`src/dnp_pkg.sv`:
```
// types, constants and calendar tables for the date next/previous day block
`default_nettype none

package dnp_pkg;

  localparam int YEAR_FIELD_W = 16;

  localparam logic [3:0] MONTH_JAN = 4'd1;
  localparam logic [3:0] MONTH_FEB = 4'd2;
  localparam logic [3:0] MONTH_DEC = 4'd12;

  localparam logic [4:0] DAYS_FEB_LEAP = 5'd29;

  // divisibility by 25 over a 16-bit value: multiply by the inverse mod 2^16
  localparam logic [15:0] DIV25_INV = 16'd23593;
  localparam logic [15:0] DIV25_LIM = 16'd2621;

  typedef struct packed {
    logic [5:0]  day_in;
    logic [3:0]  month_in;
    logic [15:0] year_in;
  } in_t;

  typedef struct packed {
    logic        date_valid;
    logic [4:0]  next_day;
    logic [3:0]  next_month;
    logic [15:0] next_year;
    logic [4:0]  prev_day;
    logic [3:0]  prev_month;
    logic [15:0] prev_year;
    logic [8:0]  ordinal_day;
  } out_t;

  function automatic logic [4:0] month_days(input logic [3:0] m, input logic leap);
    logic [4:0] len;
    unique case (m)
      4'd1:    len = 5'd31;
      4'd2:    len = leap ? DAYS_FEB_LEAP : 5'd28;
      4'd3:    len = 5'd31;
      4'd4:    len = 5'd30;
      4'd5:    len = 5'd31;
      4'd6:    len = 5'd30;
      4'd7:    len = 5'd31;
      4'd8:    len = 5'd31;
      4'd9:    len = 5'd30;
      4'd10:   len = 5'd31;
      4'd11:   len = 5'd30;
      4'd12:   len = 5'd31;
      default: len = 5'd0;
    endcase
    return len;
  endfunction

  function automatic logic [8:0] days_before(input logic [3:0] m);
    logic [8:0] cum;
    unique case (m)
      4'd1:    cum = 9'd0;
      4'd2:    cum = 9'd31;
      4'd3:    cum = 9'd59;
      4'd4:    cum = 9'd90;
      4'd5:    cum = 9'd120;
      4'd6:    cum = 9'd151;
      4'd7:    cum = 9'd181;
      4'd8:    cum = 9'd212;
      4'd9:    cum = 9'd243;
      4'd10:   cum = 9'd273;
      4'd11:   cum = 9'd304;
      4'd12:   cum = 9'd334;
      default: cum = 9'd0;
    endcase
    return cum;
  endfunction

endpackage

`default_nettype wire

```
`src/dnp_stream_if.sv`:
```
// valid/ready channel interface carrying one payload struct
`default_nettype none

interface dnp_stream_if #(
  parameter type data_t = logic
);
  logic  valid;
  logic  ready;
  data_t data;

  modport source (output valid, output data, input ready);
  modport sink   (input valid, input data, output ready);
endinterface

`default_nettype wire

```
`src/date_next_prev_day_of_year.sv`:
```
// date validity, next date, previous date and day of year
// throughput: one request per cycle while out_chan.ready stays high,
// set by the single pass through the date logic
// the result register takes a new date while the input register refills in the same cycle
// reset: synchronous active-low rst_n empties both stages; no other state
`default_nettype none

module date_next_prev_day_of_year #(
  parameter int YEAR_BITS = 16
) (
  input  wire         clk,
  input  wire         rst_n,
  dnp_stream_if.sink   in_chan,
  dnp_stream_if.source out_chan
);

  localparam int YW = (YEAR_BITS < dnp_pkg::YEAR_FIELD_W) ? YEAR_BITS : dnp_pkg::YEAR_FIELD_W;

  logic         s1_vld_r;
  dnp_pkg::in_t s1_r;
  logic          out_vld_r;
  dnp_pkg::out_t out_r;
  dnp_pkg::out_t res_nxt;

  logic out_adv;
  logic in_take;

  assign out_adv = !out_vld_r || out_chan.ready;
  assign in_chan.ready = !s1_vld_r || out_adv;
  assign in_take = in_chan.valid && in_chan.ready;

  assign out_chan.valid = out_vld_r;
  assign out_chan.data  = out_r;

  always_ff @(posedge clk) begin
    if (!rst_n) begin
      s1_vld_r  <= 1'b0;
      out_vld_r <= 1'b0;
    end else begin
      if (in_chan.ready) begin
        s1_vld_r <= in_chan.valid;
      end
      if (out_adv) begin
        out_vld_r <= s1_vld_r;
      end
    end
  end

  always_ff @(posedge clk) begin
    if (in_take) begin
      s1_r <= in_chan.data;
    end
    if (out_adv && s1_vld_r) begin
      out_r <= res_nxt;
    end
  end

  // date logic
  logic [YW-1:0] yr;
  logic [15:0]   yz;
  logic [15:0]   prod;
  logic          div25;
  logic          leap;
  logic [3:0]    mon;
  logic [5:0]    dy;
  logic [4:0]    dim;
  logic          ok;
  logic          last;
  logic          is_dec;
  logic          is_jan;
  logic [3:0]    pm;
  logic [YW-1:0] ny;
  logic [YW-1:0] py;

  assign yr    = s1_r.year_in[YW-1:0];
  assign yz    = 16'(yr);
  assign prod  = 16'(yz * dnp_pkg::DIV25_INV);
  assign div25 = (prod <= dnp_pkg::DIV25_LIM);
  assign leap  = (yz[1:0] == 2'd0) && (!div25 || (yz[3:0] == 4'd0));
  assign mon   = s1_r.month_in;
  assign dy    = s1_r.day_in;
  assign dim   = dnp_pkg::month_days(mon, leap);
  assign ok    = (yr != '0) && (dim != 5'd0) && (dy != 6'd0) && (dy <= 6'(dim));
  assign last  = (dy == 6'(dim));
  assign is_dec = (mon == dnp_pkg::MONTH_DEC);
  assign is_jan = (mon == dnp_pkg::MONTH_JAN);
  assign pm    = is_jan ? dnp_pkg::MONTH_DEC : 4'(mon - 4'd1);
  assign ny    = (last && is_dec) ? YW'(yr + 1'b1) : yr;
  assign py    = (dy == 6'd1 && is_jan) ? YW'(yr - 1'b1) : yr;

  always_comb begin
    res_nxt = '0;
    if (ok) begin
      res_nxt.date_valid = 1'b1;
      if (last) begin
        res_nxt.next_day   = 5'd1;
        res_nxt.next_month = is_dec ? dnp_pkg::MONTH_JAN : 4'(mon + 4'd1);
      end else begin
        res_nxt.next_day   = 5'(dy + 6'd1);
        res_nxt.next_month = mon;
      end
      res_nxt.next_year = 16'(ny);
      if (dy == 6'd1) begin
        res_nxt.prev_month = pm;
        res_nxt.prev_day   = dnp_pkg::month_days(pm, leap);
      end else begin
        res_nxt.prev_month = mon;
        res_nxt.prev_day   = 5'(dy - 6'd1);
      end
      res_nxt.prev_year   = 16'(py);
      res_nxt.ordinal_day = 9'(dnp_pkg::days_before(mon) + 9'(dy)
                          + 9'((mon > dnp_pkg::MONTH_FEB) && leap));
    end
  end

  // checks
  a_invalid_zero: assert property (@(posedge clk) disable iff (!rst_n)
    (out_vld_r && !out_r.date_valid) |-> (out_r == '0))
    else $error("invalid date result not cleared");

  a_valid_months: assert property (@(posedge clk) disable iff (!rst_n)
    (out_vld_r && out_r.date_valid) |->
      (out_r.next_month >= 4'd1 && out_r.next_month <= dnp_pkg::MONTH_DEC &&
       out_r.prev_month >= 4'd1 && out_r.prev_month <= dnp_pkg::MONTH_DEC))
    else $error("result month out of range");

  a_ordinal_range: assert property (@(posedge clk) disable iff (!rst_n)
    (out_vld_r && out_r.date_valid) |->
      (out_r.ordinal_day >= 9'd1 && out_r.ordinal_day <= 9'd366))
    else $error("ordinal day out of range");

  a_take_fills: assert property (@(posedge clk) disable iff (!rst_n)
    in_take |=> s1_vld_r)
    else $error("accepted request lost in input stage");

  a_stage_moves: assert property (@(posedge clk) disable iff (!rst_n)
    (s1_vld_r && out_adv) |=> out_vld_r)
    else $error("input stage did not move into result register");

endmodule

`default_nettype wire

```
`src/flat_wrapper.sv`:
```
// flat-port wrapper written by rule: the top's interface ports become plain ports
module date_next_prev_day_of_year_flat 
#(
  parameter int YEAR_BITS = 16
)
  (clk, rst_n, in_chan_valid, in_chan_data, in_chan_ready, out_chan_valid, out_chan_data, out_chan_ready);
  dnp_stream_if #(.data_t(dnp_pkg::in_t)) in_chan_i ();
  dnp_stream_if #(.data_t(dnp_pkg::out_t)) out_chan_i ();
  input  wire clk;
  input  wire rst_n;
  input wire logic [$bits(in_chan_i.valid)-1:0] in_chan_valid;
  input wire logic [$bits(in_chan_i.data)-1:0] in_chan_data;
  output wire logic [$bits(in_chan_i.ready)-1:0] in_chan_ready;
  output wire logic [$bits(out_chan_i.valid)-1:0] out_chan_valid;
  output wire logic [$bits(out_chan_i.data)-1:0] out_chan_data;
  input wire logic [$bits(out_chan_i.ready)-1:0] out_chan_ready;
  assign in_chan_i.valid = in_chan_valid;
  assign in_chan_i.data = in_chan_data;
  assign in_chan_ready = in_chan_i.ready;
  assign out_chan_valid = out_chan_i.valid;
  assign out_chan_data = out_chan_i.data;
  assign out_chan_i.ready = out_chan_ready;
  date_next_prev_day_of_year #(.YEAR_BITS(YEAR_BITS)) u_core (.clk(clk), .rst_n(rst_n), .in_chan(in_chan_i), .out_chan(out_chan_i));
endmodule
```
`config.mk`:
```
export PLATFORM = sky130hd
export DESIGN_NAME = date_next_prev_day_of_year_flat
export DESIGN_NICKNAME = d
export VERILOG_FILES = /design/src/dnp_pkg.sv /design/src/dnp_stream_if.sv /design/src/date_next_prev_day_of_year.sv /design/src/flat_wrapper.sv
export SDC_FILE = /design/constraint.sdc
export NUM_CORES = 1
export LEC_CHECK = 0
export ABC_CLOCK_PERIOD_IN_PS = 15600
export BUFFER_PORTS_ARGS = -buffer_cell sky130_fd_sc_hd__buf_2
export CAP_MARGIN = 40
export CORE_MARGIN = 1.5
export CORE_UTILIZATION = 55
export DETAILED_ROUTE_END_ITERATION = 12
export GPL_TIMING_DRIVEN = 0
export HOLD_SLACK_MARGIN = 0.1
export MAX_ROUTING_LAYER = met4
export PLACE_DENSITY = 0.78
export SETUP_SLACK_MARGIN = 0.05
export SYNTH_ARGS = -nofsm -noshare
export SYNTH_HDL_FRONTEND = slang
export SYNTH_SLANG_ARGS = --single-unit
```
`constraint.sdc`:
```
create_clock -name clk -period 15.6 [get_ports clk]
set_clock_uncertainty 0.05 [all_clocks]
set_input_delay 3.12 -clock clk [delete_from_list [all_inputs] [get_ports clk]]
set_output_delay 3.12 -clock clk [all_outputs]
set_load 0.05 [all_outputs]
```
; Word level (Yosys, flattened, before mapping)
; Memory sizes are Yosys's and may differ from the RTL's. A register that Yosys moved wholly into a read port is not among the register bits.
; Index checks and enable logic that the tools add are counted.
[totals]
reg_bits = 88
latchBits = 0
mem_bits_rw = 0
rom_bits = 144
in_bits = 30
elab_cells = 91
n_memories = 1
[op_classes]
addsub = 8
multipliers = 1
n_div = 0
order_cmp = 3
eq_ne = 26
shifts = 0
mux = 12
bitwise = 1
n_reduce_logical = 25
[mem_list]
columns = memory, words, word_bits, read_ports, rd_clocked_by_memory_dff, wr, line
row1 = (no name shown), 16, 9, 1, 1, 0, dnp_pkg.sv:57  ; unique case (m)
[ops]
columns = operator, count
row1 = 60-bit 2-to-1 mux, 1
row2 = 4-bit equality test (second input constant), 10
row3 = 4-bit by 3-bit equality test with 1-bit output (second input constant), 8
row4 = 16-bit 2-to-1 mux, 2
row5 = 5-bit one-hot mux with 3 select lines, 2
row6 = 9-bit 2-to-1 mux, 3
row7 = 16-bit by 1-bit adder with 16-bit output (second input constant), 1
row8 = 4-bit by 2-bit equality test with 1-bit output (second input constant), 4
row9 = 16-bit by 12-bit <= comparator with 1-bit output (second input constant), 1
row10 = 16-bit by 15-bit multiplier with 16-bit output (second input constant), 1
row11 = 16-bit nonzero test, 1
row12 = 16-bit by 1-bit subtractor with 16-bit output (second input constant), 1
row13 = 7-bit OR reduction, 2
row14 = 4-bit 2-to-1 mux, 3
row15 = 9-bit by 1-bit adder with 9-bit output, 1
row16 = 9-bit by 6-bit adder with 9-bit output, 1
row17 = 1-bit logical AND, 9
row18 = 4-bit by 1-bit equality test with 1-bit output (second input constant), 2
row19 = 4-bit OR reduction, 2
row20 = 6-bit by 1-bit equality test with 1-bit output (second input constant), 1
row21 = 6-bit by 5-bit equality test with 1-bit output, 1
row22 = 6-bit by 5-bit <= comparator with 1-bit output, 1
row23 = 6-bit nonzero test, 1
row24 = 5-bit by 1-bit adder with 5-bit output (second input constant), 1
row25 = 12 further kinds, 16

; Depth between registers and ports, before layout
[logic_depth]
ltp_word = 15
depth_mapped = 26
ltp_nobuf = 26

; Worst setup path after synthesis
; No wires, ideal clock.
[synth_path]
path_kind = input to output
from = input out_chan_ready
to = output in_chan_ready
t_arrival_ps = 3648
path_slack_ps = 8782
cell_stages = 2
cell_sequence = nor2b_1 nand2_1
[synth_between]
elab_chain_cells = 2
[synth_rtl]
columns = element, line
row1 = "start, declared", flat_wrapper.sv:16  ; input wire logic [$bits(out_chan_i.ready)-1:0] out_chan_ready;
row2 = 1-bit logical OR, date_next_prev_day_of_year.sv:28  ; assign out_adv = !out_vld_r || out_chan.ready;
row3 = 1-bit logical OR, date_next_prev_day_of_year.sv:29  ; assign in_chan.ready = !s1_vld_r || out_adv;
row4 = "end, declared", flat_wrapper.sv:13  ; output wire logic [$bits(in_chan_i.ready)-1:0] in_chan_ready;
; Every way passes these cells.

; Worst setup path in the final report
; Ends and elaborated chain as after synthesis.

==> metrics.yaml <==
start_util: 0.5656
grt_pass1_vias: 4746
wl_met3_um: 849
firstDrtPassIters: 4
power.density_nw_per_um2: 113.1
clock-root-buffer: "clkbuf_16"
vias: 4847
power_leakage_nw: 3.347
critPathArrivalTime_ns: 3.86
core_um2: 12010
wl_met2_mm: 6.540
path_class: "primary input to primary output"
drv_cap: 0
hp-class: "register to register"
yosys.area.top_type_share: 0.3801
antenna_found_initial: 0
wirelength_mm: 14.28
power_frac_comb: 0.375
ys_warn_count: 0
via_per_inst: 5.527
sequentialPowerShare: 0.359
tightest_slew_ns: 0.8567
post-route-period-util: 0.4507
wl_per_cell_um: 16.28
switching_share: 0.3404
place_congestion: 0.8824
setup_viol: 0
post-cts-setup-buffers: 0
cts_hold_buf: 0
clkPwrFrac: 0.265
cts_buffers: 9
ys_seq_elements: 97
post-route-util: 0.6497
yosysMostFrequentCell: "ha_1"
met1_length_mm: 6.585
crit_path_start_kind: "primary input"
numClockSinks: 97
p_switching_mw: 0.3005
die_w_um: 114.1
layout-drive-gt1-share: 0.1918
p_int_mw: 0.5824
synthTopCellsByCount: "96 x ha_1, 86 x edfxtp_1, 64 x nor2_1"
dp_slack_ns: 8.572
die_h_um: 114.1
area_growth_syn_to_layout_pct: 14.86
cp_data_required_time_ns: 12.43
fin_cells: 877
synth_edf_count: 86
ys_types: 59
fin_nets: 871
insertion_delay_ns: 0.35
portBuffers: 91
clock.fmax_ghz: 0.1422
tns_ns: 0
design.die.area_um2: 13030
setup_ws_ns: 8.569
outcome: "completed"
synth.largest_area_cell: "edfxtp_1"
synth_area_leaders: "edfxtp_1 38%, ha_1 18%, fa_1 5.9%, xnor2_1 5.8%, nor2_1 3.5%"
slew_headroom: 0.4277
grt_pass1_wl_mm: 23.02
top_layer_used: "met4"
synth_fp_nets: 767
cts-resized-gates: 0
ir_drop_uv: 75.81
drcViolationCount: 0
grt_overflow: 0
rsz0062_at_grt: "false"
hpwl_mm: 11.33
cts_buffer_depth: 2
avgSynthCellArea_um2: 10.94
num_rows: 40
synth-seq-area-share: 0.4125
nFillCells: 961
cts_tree: "done"
h-tree-depth: 3
ant_nets: 0
async_flop_share: 0
antennaDiodeCount: 0
hold_viol_final: 0
drtIter0Drc: 312
clk_pin_slew_ns: 0.06
slew_violations: 0
dp_cells: 861
critPathMaxFanout: 4
grt_max_degree: 35
pin_count: 92
grt_util_all_layers: 0.2383
total_power_mw: 0.8829
syn_area_um2: 6794
syn_inst: 621
synth_ff_type: "edfxtp_1"
min_period_ns: 7.031
end_kind: "primary output"
state kept, by name (all words and copies together) (netlist names), named ones only:
register               count
u_core.out_chan.data      60
u_core.yr                 16
u_core.dy                  6
u_core.mon                 4
u_core.out_chan.valid      1
u_core.s1_vld_r            1
layer usage:
metal,global-route usage,up-vias
li1,-,2368
met1,0.3169,2312
met2,0.3651,148
met3,0.04500,19
met4,0.09083,0
met5,-,-
final timing paths:
kind | slack (ns) | endpoint | depth (start not counted) | start
setup / recovery | 8.57 | in_chan_ready | 4 | out_chan_ready
hold / removal | 0.50 | u_core.out_chan.valid | 1 | u_core.s1_vld_r
hold reg to reg | 0.50 | u_core.out_chan.valid | 1 | u_core.s1_vld_r
setup reg to reg | 8.62 | u_core.out_chan.data[8] | 25 | u_core.yr[2]
power groups by stage:
stage | sequential (mW) | combinational, mW | clock [mW]
after global routing | 0.319 | 0.372 | 0.247
after detailed placement | 0.323 | 0.329 | 0
after global placement | 0.323 | 0.314 | 0
after CTS | 0.317 | 0.332 | 0.238
final | 0.317 | 0.331 | 0.234
after floorplan | 0.354 | 0.224 | 0
layout make-up:
cell class	instances	area, um2	area share
buffer	17	75.07	0.009620
clock buffer	13	250.2	0.03207
clock inverter	3	65.06	0.008337
inverter	60	225.2	0.02886
multi-input combinational	447	3699	0.4739
sequential	97	2803	0.3591
tap	147	183.9	0.02357
timing repair buffer	93	503.0	0.06445
critical path, cell delays in order:
cell     delay [ns]
buf_2          0.09
nor2b_1        0.29
nand2_1        0.13
buf_2          0.23
metrics by stage:
step / cell area (um2) / hold slack [ns]
global route: 7804 / 0.5350
floorplan: 6794 / 0.4268
global placement: 7433 / 0.4415
detailed placement: 7488 / 0.4786
finish: 7804 / 0.4958
CTS: 7804 / 0.4914
placed cells by master (no fill, tap or decap), types with 8 or more instances in the layout:
master       n
fa_1        20
clkbuf_16    9
clkbuf_1    11
ha_1        96
a21o_1       8
edfxtp_1    86
xnor2_1     45
xor2_1      10
buf_2      100
o21ai_0     16
nor2b_1     10
nor2_1      64
nand3_1     14
inv_1       60
a21oi_1     29
nand2_1     37
dfxtp_1     11
cells by family (layout without fill, tap and decap cells):
logic type / count (synthesis) / after routing / synth area share
flip-flops: 97 / 97 / 0.4125
adder cells (fa/ha/maj): 116 / 116 / 0.2357
buffers and inverters: 77 / 186 / 0.04420
multiplexers: 9 / 9 / 0.01418
XOR/XNOR: 55 / 55 / 0.07090
AND/OR/NAND/NOR: 178 / 178 / 0.1405
AO/OA/AOI/OAI: 89 / 89 / 0.08195
(Power assumes the default switching activity.)
